--- src/design/bmgc_pkg.sv ---
// Package for the cached Box-Muller Gaussian sample source.
// Holds the shared result type, the fixed-point constants and the series tables.
// No dependencies.
package bmgc_pkg;

  localparam int UNIFORM_BITS  = 32;
  localparam int OUT_FRAC_BITS = 16;
  localparam int SAMPLE_BITS   = 24;
  localparam int SIGMA_BITS    = 16;

  localparam logic [SIGMA_BITS-1:0] SIGMA_RESET = 16'd4096;

  // ln(2) in Q.28 and pi/4 in Q.30.
  localparam logic [27:0] LN2_Q28        = 28'd186065280;
  localparam logic [29:0] QUARTER_PI_Q30 = 30'd843314857;
  localparam logic [30:0] ONE_Q30        = 31'h4000_0000;

  // Result of one fresh pair, plus the core's status.
  typedef struct packed {
    logic                          busy;
    logic                          done;
    logic signed [SAMPLE_BITS-1:0] cos_sample;
    logic signed [SAMPLE_BITS-1:0] sin_sample;
  } core_res_t;

  // Divisor of each Taylor term: four sine terms, then five cosine terms.
  function automatic logic [6:0] term_div(input logic [3:0] idx);
    logic [6:0] d;
    case (idx)
      4'd0:    d = 7'd6;
      4'd1:    d = 7'd20;
      4'd2:    d = 7'd42;
      4'd3:    d = 7'd72;
      4'd4:    d = 7'd2;
      4'd5:    d = 7'd12;
      4'd6:    d = 7'd30;
      4'd7:    d = 7'd56;
      4'd8:    d = 7'd90;
      default: d = 7'd2;
    endcase
    return d;
  endfunction

  // floor(2^32 / divisor) for each Taylor term.
  function automatic logic [31:0] term_recip(input logic [3:0] idx);
    logic [31:0] r;
    case (idx)
      4'd0:    r = 32'd715827882;
      4'd1:    r = 32'd214748364;
      4'd2:    r = 32'd102261126;
      4'd3:    r = 32'd59652323;
      4'd4:    r = 32'd2147483648;
      4'd5:    r = 32'd357913941;
      4'd6:    r = 32'd143165576;
      4'd7:    r = 32'd76695844;
      4'd8:    r = 32'd47721858;
      default: r = 32'd2147483648;
    endcase
    return r;
  endfunction

endpackage

--- src/design/box_muller_gaussian_cached.sv ---
// Top level of the cached Box-Muller Gaussian sample source.
// Depends on bmgc_pkg and bmgc_core (which uses bmgc_mul).
//
// Each transfer on the uniform channel asks for one Gaussian sample. With the
// cache empty, the item's u_radius and u_angle start a fresh pair: the core
// normalizes u_radius with a binary shift search, takes log2 with 30 squaring
// rounds, scales to -2 ln(u), extracts the square root one bit per cycle,
// scales by sigma, reduces the angle to an octant and evaluates nine Taylor
// terms, each as a term multiply, a reciprocal multiply and a quotient fix-up,
// with the main products on one shared 32 x 32 multiplier. The uniform
// channel stalls for the whole fresh pair, whose length is set by the log and
// root loops and the series. The cosine sample comes out with fresh = 1 and
// the sine sample is kept; the next transfer then returns the kept sample
// (fresh = 0) without touching the uniforms. Results pass through a one-entry
// pending slot and an output register, so a new item is taken while a result
// waits to be taken downstream. Sigma is Q4.12 and may only be written while
// idle; a kept sample retains the sigma used when it was computed.
module box_muller_gaussian_cached (
  input  logic               clk,
  input  logic               rst,
  input  logic               sigma_we,
  input  logic [15:0]        sigma_wdata,
  input  logic               u_valid,
  output logic               u_stall,
  input  logic [31:0]        u_radius,
  input  logic [31:0]        u_angle,
  output logic               sample_valid,
  input  logic               sample_stall,
  output logic signed [23:0] sample,
  output logic               fresh
);

  logic [15:0]         sigma;
  logic                cache_full;
  logic signed [23:0]  cached_sample;
  logic                pend;
  logic signed [23:0]  pend_sample;
  logic                pend_fresh;
  logic                accept;
  logic                out_free;
  bmgc_pkg::core_res_t core_res;

  // The core is busy for a whole fresh pair; a pending result also holds the
  // uniform channel off, since it has nowhere else to go.
  assign u_stall  = core_res.busy || pend;
  assign accept   = u_valid && !u_stall;
  assign out_free = !sample_valid || !sample_stall;

  bmgc_core u_core (
    .clk      (clk),
    .rst      (rst),
    .start    (accept && !cache_full),
    .u_radius (u_radius),
    .u_angle  (u_angle),
    .sigma    (sigma),
    .res      (core_res)
  );

  always_ff @(posedge clk) begin
    if (rst) begin
      sigma         <= bmgc_pkg::SIGMA_RESET;
      cache_full    <= 1'b0;
      cached_sample <= 24'sd0;
      pend          <= 1'b0;
      sample_valid  <= 1'b0;
    end else begin
      if (sigma_we) begin
        sigma <= sigma_wdata;
      end
      // Move the pending result into the output register once it is free.
      if (out_free) begin
        sample_valid <= pend;
        if (pend) begin
          sample <= pend_sample;
          fresh  <= pend_fresh;
          pend   <= 1'b0;
        end
      end
      // A transfer with the cache full returns the kept sine sample.
      if (accept && cache_full) begin
        pend        <= 1'b1;
        pend_sample <= cached_sample;
        pend_fresh  <= 1'b0;
        cache_full  <= 1'b0;
      end
      // A finished pair delivers the cosine sample and keeps the sine sample.
      if (core_res.done) begin
        pend          <= 1'b1;
        pend_sample   <= core_res.cos_sample;
        pend_fresh    <= 1'b1;
        cached_sample <= core_res.sin_sample;
        cache_full    <= 1'b1;
      end
    end
  end

  a_done_slot_free: assert property (@(posedge clk) disable iff (rst)
    core_res.done |-> !pend)
    else $error("core finished while a result was still pending");

  a_busy_cache_empty: assert property (@(posedge clk) disable iff (rst)
    core_res.busy |-> !cache_full)
    else $error("core running while a sample is cached");

  a_cached_path: assert property (@(posedge clk) disable iff (rst)
    (accept && cache_full) |=> (pend && !pend_fresh && !cache_full))
    else $error("cached transfer did not return the kept sample");

  a_fresh_path: assert property (@(posedge clk) disable iff (rst)
    core_res.done |=> (cache_full && pend && pend_fresh))
    else $error("finished pair did not fill the cache and the pending slot");

endmodule

--- src/design/bmgc_mul.sv ---
// Shared 32 x 32 unsigned multiplier of the Gaussian sample core.
// Purely combinational; the caller registers the product. Uses no package.
module bmgc_mul (
  input  logic [31:0] a,
  input  logic [31:0] b,
  output logic [63:0] p
);

  assign p = {32'd0, a} * {32'd0, b};

endmodule

--- src/design/bmgc_core.sv ---
// Sequencer and datapath that turn two uniforms into a cosine and a sine sample.
// Depends on bmgc_pkg and on the shared multiplier bmgc_mul.
module bmgc_core (
  input  logic                clk,
  input  logic                rst,
  input  logic                start,
  input  logic [31:0]         u_radius,
  input  logic [31:0]         u_angle,
  input  logic [15:0]         sigma,
  output bmgc_pkg::core_res_t res
);

  localparam logic [3:0] S_IDLE  = 4'd0;
  localparam logic [3:0] S_NORM  = 4'd1;
  localparam logic [3:0] S_LOG   = 4'd2;
  localparam logic [3:0] S_LNMUL = 4'd3;
  localparam logic [3:0] S_SQRT  = 4'd4;
  localparam logic [3:0] S_RMUL  = 4'd5;
  localparam logic [3:0] S_THMUL = 4'd6;
  localparam logic [3:0] S_T2MUL = 4'd7;
  localparam logic [3:0] S_TRMUL = 4'd8;
  localparam logic [3:0] S_TDIV  = 4'd9;
  localparam logic [3:0] S_TFIX  = 4'd10;
  localparam logic [3:0] S_OUTC  = 4'd11;
  localparam logic [3:0] S_OUTS  = 4'd12;
  localparam logic [3:0] S_DONE  = 4'd13;

  localparam logic [30:0] ONE_Q30_L = bmgc_pkg::ONE_Q30;

  logic [3:0]         state;
  logic [4:0]         cnt;
  logic               m_zero;
  logic [31:0]        norm;
  logic [4:0]         shn;
  logic [30:0]        x;
  logic [29:0]        f;
  logic [61:0]        sq_v;
  logic [32:0]        sq_rem;
  logic [30:0]        root;
  logic [30:0]        rad;
  logic [31:0]        ang;
  logic [29:0]        th;
  logic [29:0]        t2;
  logic [30:0]        term;
  logic [30:0]        nv;
  logic [30:0]        q0;
  logic signed [32:0] acc;
  logic [30:0]        s0;
  logic [30:0]        c0;
  logic [23:0]        cos_out;
  logic [23:0]        sin_out;

  logic [31:0]        mul_a;
  logic [31:0]        mul_b;
  logic [63:0]        mul_p;

  logic [31:0]        norm_next;
  logic [4:0]         shn_next;
  logic [31:0]        sq;
  logic [5:0]         e_hi;
  logic [35:0]        e_val;
  logic [31:0]        e_top;
  logic [63:0]        ln_sum;
  logic [34:0]        rem_sh;
  logic [34:0]        trial;
  logic [34:0]        rem_diff;
  logic [2:0]         oct;
  logic [29:0]        gm;
  logic [3:0]         oct_p1;
  logic [3:0]         oct_p2;
  logic               swap;
  logic               cneg;
  logic               sneg;
  logic [30:0]        cv;
  logic [30:0]        sv;
  logic [6:0]         dv;
  logic [37:0]        qd;
  logic [30:0]        q;
  logic signed [32:0] acc_next;
  logic [30:0]        acc_clamp;
  logic [63:0]        rnd;
  logic [25:0]        mag;
  logic [23:0]        out_val;

  bmgc_mul u_mul (.a(mul_a), .b(mul_b), .p(mul_p));

  // Normalization: one stage of a binary shift search per cycle.
  always_comb begin
    norm_next = norm;
    shn_next  = shn;
    case (cnt[2:0])
      3'd0: begin
        if (norm[31:16] == 16'd0) begin
          norm_next = {norm[15:0], 16'd0};
          shn_next  = shn + 5'd16;
        end
      end
      3'd1: begin
        if (norm[31:24] == 8'd0) begin
          norm_next = {norm[23:0], 8'd0};
          shn_next  = shn + 5'd8;
        end
      end
      3'd2: begin
        if (norm[31:28] == 4'd0) begin
          norm_next = {norm[27:0], 4'd0};
          shn_next  = shn + 5'd4;
        end
      end
      3'd3: begin
        if (norm[31:30] == 2'd0) begin
          norm_next = {norm[29:0], 2'd0};
          shn_next  = shn + 5'd2;
        end
      end
      default: begin
        if (!norm[31]) begin
          norm_next = {norm[30:0], 1'b0};
          shn_next  = shn + 5'd1;
        end
      end
    endcase
  end

  always_comb begin
    sq       = mul_p[61:30];
    e_hi     = {1'b0, shn} + 6'd1;
    e_val    = m_zero ? 36'd0 : ({e_hi, 30'd0} - {6'd0, f});
    e_top    = {28'd0, e_val[35:32]} * {4'd0, bmgc_pkg::LN2_Q28};
    ln_sum   = mul_p + {e_top, 32'd0};
    rem_sh   = {sq_rem, sq_v[61:60]};
    trial    = {2'b00, root, 2'b01};
    rem_diff = rem_sh - trial;
    oct      = ang[31:29];
    gm       = oct[0] ? (30'h2000_0000 - {1'b0, ang[28:0]}) : {1'b0, ang[28:0]};
    oct_p1   = {1'b0, oct} + 4'd1;
    oct_p2   = {1'b0, oct} + 4'd2;
    swap     = oct_p1[1];
    cneg     = oct_p2[2];
    sneg     = oct[2];
    cv       = swap ? s0 : c0;
    sv       = swap ? c0 : s0;
    dv       = bmgc_pkg::term_div(cnt[3:0]);
    qd       = {7'd0, q0} * {31'd0, dv};
    q        = ({7'd0, nv} >= (qd + {31'd0, dv})) ? (q0 + 31'd1) : q0;
    acc_next = cnt[0] ? (acc + $signed({2'b00, q})) : (acc - $signed({2'b00, q}));
    acc_clamp = acc_next[32] ? 31'd0 : acc_next[30:0];
    // Round half up on the magnitude, then saturate to the signed range.
    rnd      = mul_p + 64'h0000_0020_0000_0000;
    mag      = rnd[63:38];
    out_val  = 24'd0;
    if (state == S_OUTC ? cneg : sneg) begin
      out_val = (mag > 26'd8388608) ? 24'h80_0000 : 24'(26'd0 - mag);
    end else begin
      out_val = (mag > 26'd8388607) ? 24'h7F_FFFF : mag[23:0];
    end
  end

  always_comb begin
    mul_a = 32'd0;
    mul_b = 32'd0;
    case (state)
      S_LOG: begin
        mul_a = {1'b0, x};
        mul_b = {1'b0, x};
      end
      S_LNMUL: begin
        mul_a = e_val[31:0];
        mul_b = {4'd0, bmgc_pkg::LN2_Q28};
      end
      S_RMUL: begin
        mul_a = {1'b0, root};
        mul_b = {16'd0, sigma};
      end
      S_THMUL: begin
        mul_a = {2'd0, gm};
        mul_b = {2'd0, bmgc_pkg::QUARTER_PI_Q30};
      end
      S_T2MUL: begin
        mul_a = {2'd0, th};
        mul_b = {2'd0, th};
      end
      S_TRMUL: begin
        mul_a = {1'b0, term};
        mul_b = {2'd0, t2};
      end
      S_TDIV: begin
        mul_a = {1'b0, nv};
        mul_b = bmgc_pkg::term_recip(cnt[3:0]);
      end
      S_OUTC: begin
        mul_a = {1'b0, rad};
        mul_b = {1'b0, cv};
      end
      S_OUTS: begin
        mul_a = {1'b0, rad};
        mul_b = {1'b0, sv};
      end
      default: begin
        mul_a = 32'd0;
        mul_b = 32'd0;
      end
    endcase
  end

  always_ff @(posedge clk) begin
    if (rst) begin
      state <= S_IDLE;
      cnt   <= 5'd0;
    end else begin
      case (state)
        S_IDLE: begin
          if (start) begin
            norm   <= u_radius;
            ang    <= u_angle;
            m_zero <= (u_radius == 32'd0);
            shn    <= 5'd0;
            cnt    <= 5'd0;
            state  <= S_NORM;
          end
        end
        S_NORM: begin
          norm <= norm_next;
          shn  <= shn_next;
          cnt  <= cnt + 5'd1;
          if (cnt == 5'd4) begin
            x     <= norm_next[31:1];
            f     <= 30'd0;
            cnt   <= 5'd1;
            state <= S_LOG;
          end
        end
        S_LOG: begin
          if (sq[31]) begin
            x                <= sq[31:1];
            f[5'd30 - cnt]   <= 1'b1;
          end else begin
            x <= sq[30:0];
          end
          cnt <= cnt + 5'd1;
          if (cnt == 5'd30) begin
            state <= S_LNMUL;
          end
        end
        S_LNMUL: begin
          sq_v   <= {ln_sum[62:27], 26'd0};
          sq_rem <= 33'd0;
          root   <= 31'd0;
          cnt    <= 5'd0;
          state  <= S_SQRT;
        end
        S_SQRT: begin
          if (rem_sh >= trial) begin
            sq_rem <= rem_diff[32:0];
            root   <= {root[29:0], 1'b1};
          end else begin
            sq_rem <= rem_sh[32:0];
            root   <= {root[29:0], 1'b0};
          end
          sq_v <= {sq_v[59:0], 2'b00};
          cnt  <= cnt + 5'd1;
          if (cnt == 5'd30) begin
            state <= S_RMUL;
          end
        end
        S_RMUL: begin
          rad   <= mul_p[46:16];
          state <= S_THMUL;
        end
        S_THMUL: begin
          th    <= mul_p[58:29];
          state <= S_T2MUL;
        end
        S_T2MUL: begin
          t2    <= mul_p[59:30];
          term  <= {1'b0, th};
          acc   <= $signed({3'b000, th});
          cnt   <= 5'd0;
          state <= S_TRMUL;
        end
        S_TRMUL: begin
          nv    <= mul_p[60:30];
          state <= S_TDIV;
        end
        S_TDIV: begin
          q0    <= mul_p[62:32];
          state <= S_TFIX;
        end
        S_TFIX: begin
          cnt <= cnt + 5'd1;
          if (cnt == 5'd3) begin
            s0    <= acc_clamp;
            term  <= ONE_Q30_L;
            acc   <= $signed({2'b00, ONE_Q30_L});
            state <= S_TRMUL;
          end else if (cnt == 5'd8) begin
            c0    <= acc_clamp;
            state <= S_OUTC;
          end else begin
            term  <= q;
            acc   <= acc_next;
            state <= S_TRMUL;
          end
        end
        S_OUTC: begin
          cos_out <= out_val;
          state   <= S_OUTS;
        end
        S_OUTS: begin
          sin_out <= out_val;
          state   <= S_DONE;
        end
        S_DONE: begin
          state <= S_IDLE;
        end
        default: begin
          state <= S_IDLE;
        end
      endcase
    end
  end

  assign res.busy       = (state != S_IDLE);
  assign res.done       = (state == S_DONE);
  assign res.cos_sample = $signed(cos_out);
  assign res.sin_sample = $signed(sin_out);

endmodule
--- config.mk ---
export PLATFORM = sky130hd
export DESIGN_NAME = box_muller_gaussian_cached
export DESIGN_NICKNAME = d
export VERILOG_FILES = /design/src/design/bmgc_pkg.sv /design/src/design/box_muller_gaussian_cached.sv /design/src/design/bmgc_mul.sv /design/src/design/bmgc_core.sv
export SDC_FILE = /design/constraint.sdc
export NUM_CORES = 2
export LEC_CHECK = 0
export BUFFER_PORTS_ARGS = -buffer_cell sky130_fd_sc_hd__buf_2
export CAP_MARGIN = 20
export CORE_UTILIZATION = 50
export CTS_BUF_LIST = sky130_fd_sc_hd__clkbuf_4
export CTS_CLUSTER_DIAMETER = 120
export DETAILED_ROUTE_END_ITERATION = 16
export GPL_ROUTABILITY_DRIVEN = 0
export MAX_ROUTING_LAYER = met4
export PLACE_DENSITY = 0.69
export SLEW_MARGIN = 20
export SYNTH_ARGS = -nofsm -noshare
export SYNTH_HDL_FRONTEND = slang
export SYNTH_SLANG_ARGS = --single-unit
--- constraint.sdc ---
create_clock -name clk -period 17.86 [get_ports clk]
set_clock_uncertainty 0.05 [all_clocks]
set_input_delay 3.572 -clock clk [delete_from_list [all_inputs] [get_ports clk]]
set_output_delay 3.572 -clock clk [all_outputs]
set_load 0.005 [all_outputs]
==> reports/qor.yml <==
tns_ns: 0
power_per_cell_area_nw_per_um2: 162
final_cell_mix: "nand2_1 (1254), inv_1 (1241), fa_1 (1021)"
clk_pin_slew_worst_paths_ns: 0.07
layout.nets: 10100
cp_max_fo: 31
drv_slew: 0
grt_first_pass_wirelength_um: 400000
ys.flop_type: "edfxtp_1"
status: "finished, final reports clean"
total_power_mw: 13.5
io_buffers: 111
clk_path_buf_depth: 3
clk_latency_ns: 1.18
cts_tree: "yes"
pin_count: 112
synth_edf_count: 608
hold_violations: 0
final_common_cell: "nand2_1"
antenna_left: 0
period_share_pct: 87.9
crit_slowest_cell: "a222oi_1"
firstDrtPassIters: 7
syn_area_per_cell_um2: 9.17
dp_slack_ns: 2.71
antenna_found_initial: 21
cts_setup_buffers: 0
dieArea_um2: 157000
crit_arrival_ns: 16.47
cpPeakStageDelay_ns: 1.18
worstMarginPinSlew_ns: 1.27
hold_start: "pend_sample[18]$_DFFE_PP_"
worstPathBufferInverterCount: 8
peakVddDrop_uv: 207
avgViaCountPerCell: 6.11
crit_path_end_kind: "flip-flop"
cts_root_buffer: "clkbuf_4"
rows: 144
route.detailed.drc: 0
grt_pass1_vias: 65200
hold_ws_ns: 0.374
area_delta_synth_final_pct: 7.41
reg2reg_from: "u_core.state[2]$_SDFFE_PP0P_"
rsz0062_at_grt: "no"
start_util_pct: 50.4
period_needed_ns: 15.69
die_width_um: 396
crit_family: "compound AO/OA/AOI/OAI gates"
core_um2: 154000
hpwl_um: 205000
vias: 65400
fillers: 13900
required_ns: 18.63
final_core_util_pct: 54.1
crit_path_start_kind: "flip-flop"
ys_async_sr_fraction_pct: 0
cts.repair.resized: 0
grt_start_max_net_pins: 69
seq_area_frac_synth_pct: 25.4
die_y_um: 396
drive_gt1_share_pct: 8.35
hold_buffers: 0
hp-class: "reg -> reg"
cts.sinks: 679
cts_buffers: 166
critPathKind: "reg -> reg"
p_leak_nw: 37.7
slew_headroom_pct: 15.6
syn_area_um2: 77500
drv_cap: 0
wl_per_cell_um: 24.8
grt.overflow.total: 0
finalSetupViolCount: 0
h-tree-depth: 4
yosys_warnings: 0
startpoint: "u_core.state[2]$_SDFFE_PP0P_"
synth_cells: 8448
drt_iter0_drc: 8256
max_freq_ghz: 0.0637
finalWorstSetupSlack_ns: 2.17
synth_cell_types: 116
wl_um: 265000
ys_ff_latch: 679
grt.total_usage_pct: 35.2
## final timing paths
path / end / slack (ns) / depth (start not counted)
worst min-delay path: sample[18]$_DFFE_PP_ / 0.37 / 0
worst max register to register: u_core.sq_v[61]$_DFFE_PP_ / 2.17 / 48
worst max-delay path: u_core.sq_v[61]$_DFFE_PP_ / 2.17 / 48
worst min register to register: sample[18]$_DFFE_PP_ / 0.37 / 0
## synthesized netlist by cell type, types with 22 or more instances
cell,instances,area share [%]
clkbuf_1,367,1.8
buf_1,35,0.17
and3_1,43,0.35
nand2b_1,50,0.40
o21a_1,36,0.35
dfxtp_1,71,1.8
o21ai_0,266,1.7
a221o_1,42,0.54
a22oi_1,64,0.62
a21o_1,115,1.1
a21oi_1,387,2.5
xor2_1,131,1.5
or3_1,50,0.40
o21bai_1,22,0.21
mux2i_1,46,0.59
fa_1,1021,26
a211oi_1,39,0.38
and2_1,84,0.68
nand4_1,73,0.59
nor2_1,904,4.4
nand2_1,1257,6.1
o31ai_1,22,0.21
nor2b_1,48,0.39
a221oi_1,46,0.52
a222oi_1,22,0.28
inv_1,1241,6.0
a31oi_1,31,0.25
nand3_1,106,0.68
ha_1,509,8.2
nor4_1,38,0.31
edfxtp_1,608,24
nor3_1,106,0.68
xnor2_1,186,2.1
## per-stage QoR
| stage | area, µm² | std cells |
|---|---|---|
| 5_1_grt | 83200 | 10700 |
| 3_5_place_dp | 80900 | 10400 |
| 3_3_place_gp | 80800 | 10400 |
| 6_report | 83200 | 10700 |
| 4_1_cts | 83100 | 10700 |
| 2_1_floorplan | 77600 | 8468 |
## cell type report
type                    instances  area [µm²]  area share [%]
diodes                         25        62.6          0.0752
clock buffers                 238        1790            2.15
clock inverters                65         454           0.546
inverters                    1243        4670            5.61
multi-input cells            6118       52100            62.7
flip-flops and latches        679       19700            23.7
well taps                    2044        2560            3.07
repair buffers                284        1860            2.24
## state kept, by name (all words and copies together) (netlist names), 6 cells and up, named ones only
| register | count |
|---|---|
| cached_sample | 24 |
| pend_sample | 24 |
| sample | 24 |
| sigma | 16 |
| u_core.acc | 33 |
| u_core.ang | 32 |
| u_core.c0 | 31 |
| u_core.cos_out | 24 |
| u_core.dv | 6 |
| u_core.f | 30 |
| u_core.norm | 32 |
| u_core.nv | 31 |
| u_core.q0 | 31 |
| u_core.rad | 31 |
| u_core.root | 31 |
| u_core.s0 | 31 |
| u_core.sin_out | 24 |
| u_core.sq_rem | 33 |
| u_core.sq_v | 36 |
| u_core.t2 | 30 |
| u_core.term | 31 |
| u_core.th | 30 |
| u_core.x | 31 |
## where the power goes
part / internal [mW] / switching, mW / total (mW)
Sequential: 2.26 / 0.184 / 2.45
Combinational: 3.06 / 6.61 / 9.66
Clock: 0.696 / 0.704 / 1.40
Total: 6.02 / 7.49 / 13.5
## routing by layer
metal  part of all wire [%]  vias up  track usage (%)
met4                    8.1        0             22.8
met3                     13     1007             9.75
li1                       -    27900                -
met2                     43     4334             50.9
met5                      0        -                -
met1                     36    32100             43.2
## logic make-up (layout without fill, tap and decap cells)
group | after synthesis | count (layout) | synth area share [%]
AO/OA/AOI/OAI | 1303 | 1303 | 11.1
XOR/XNOR | 318 | 318 | 3.61
adder cells (fa/ha/maj) | 1530 | 1530 | 34.6
buffers and inverters | 1671 | 1830 | 8.16
flip-flops | 679 | 679 | 25.4
multiplexers | 53 | 53 | 0.696
other | 2 | 47 | 0.00969
AND/OR/NAND/NOR | 2892 | 2892 | 16.4
No activity file was read; power rests on OpenSTA's default activity.
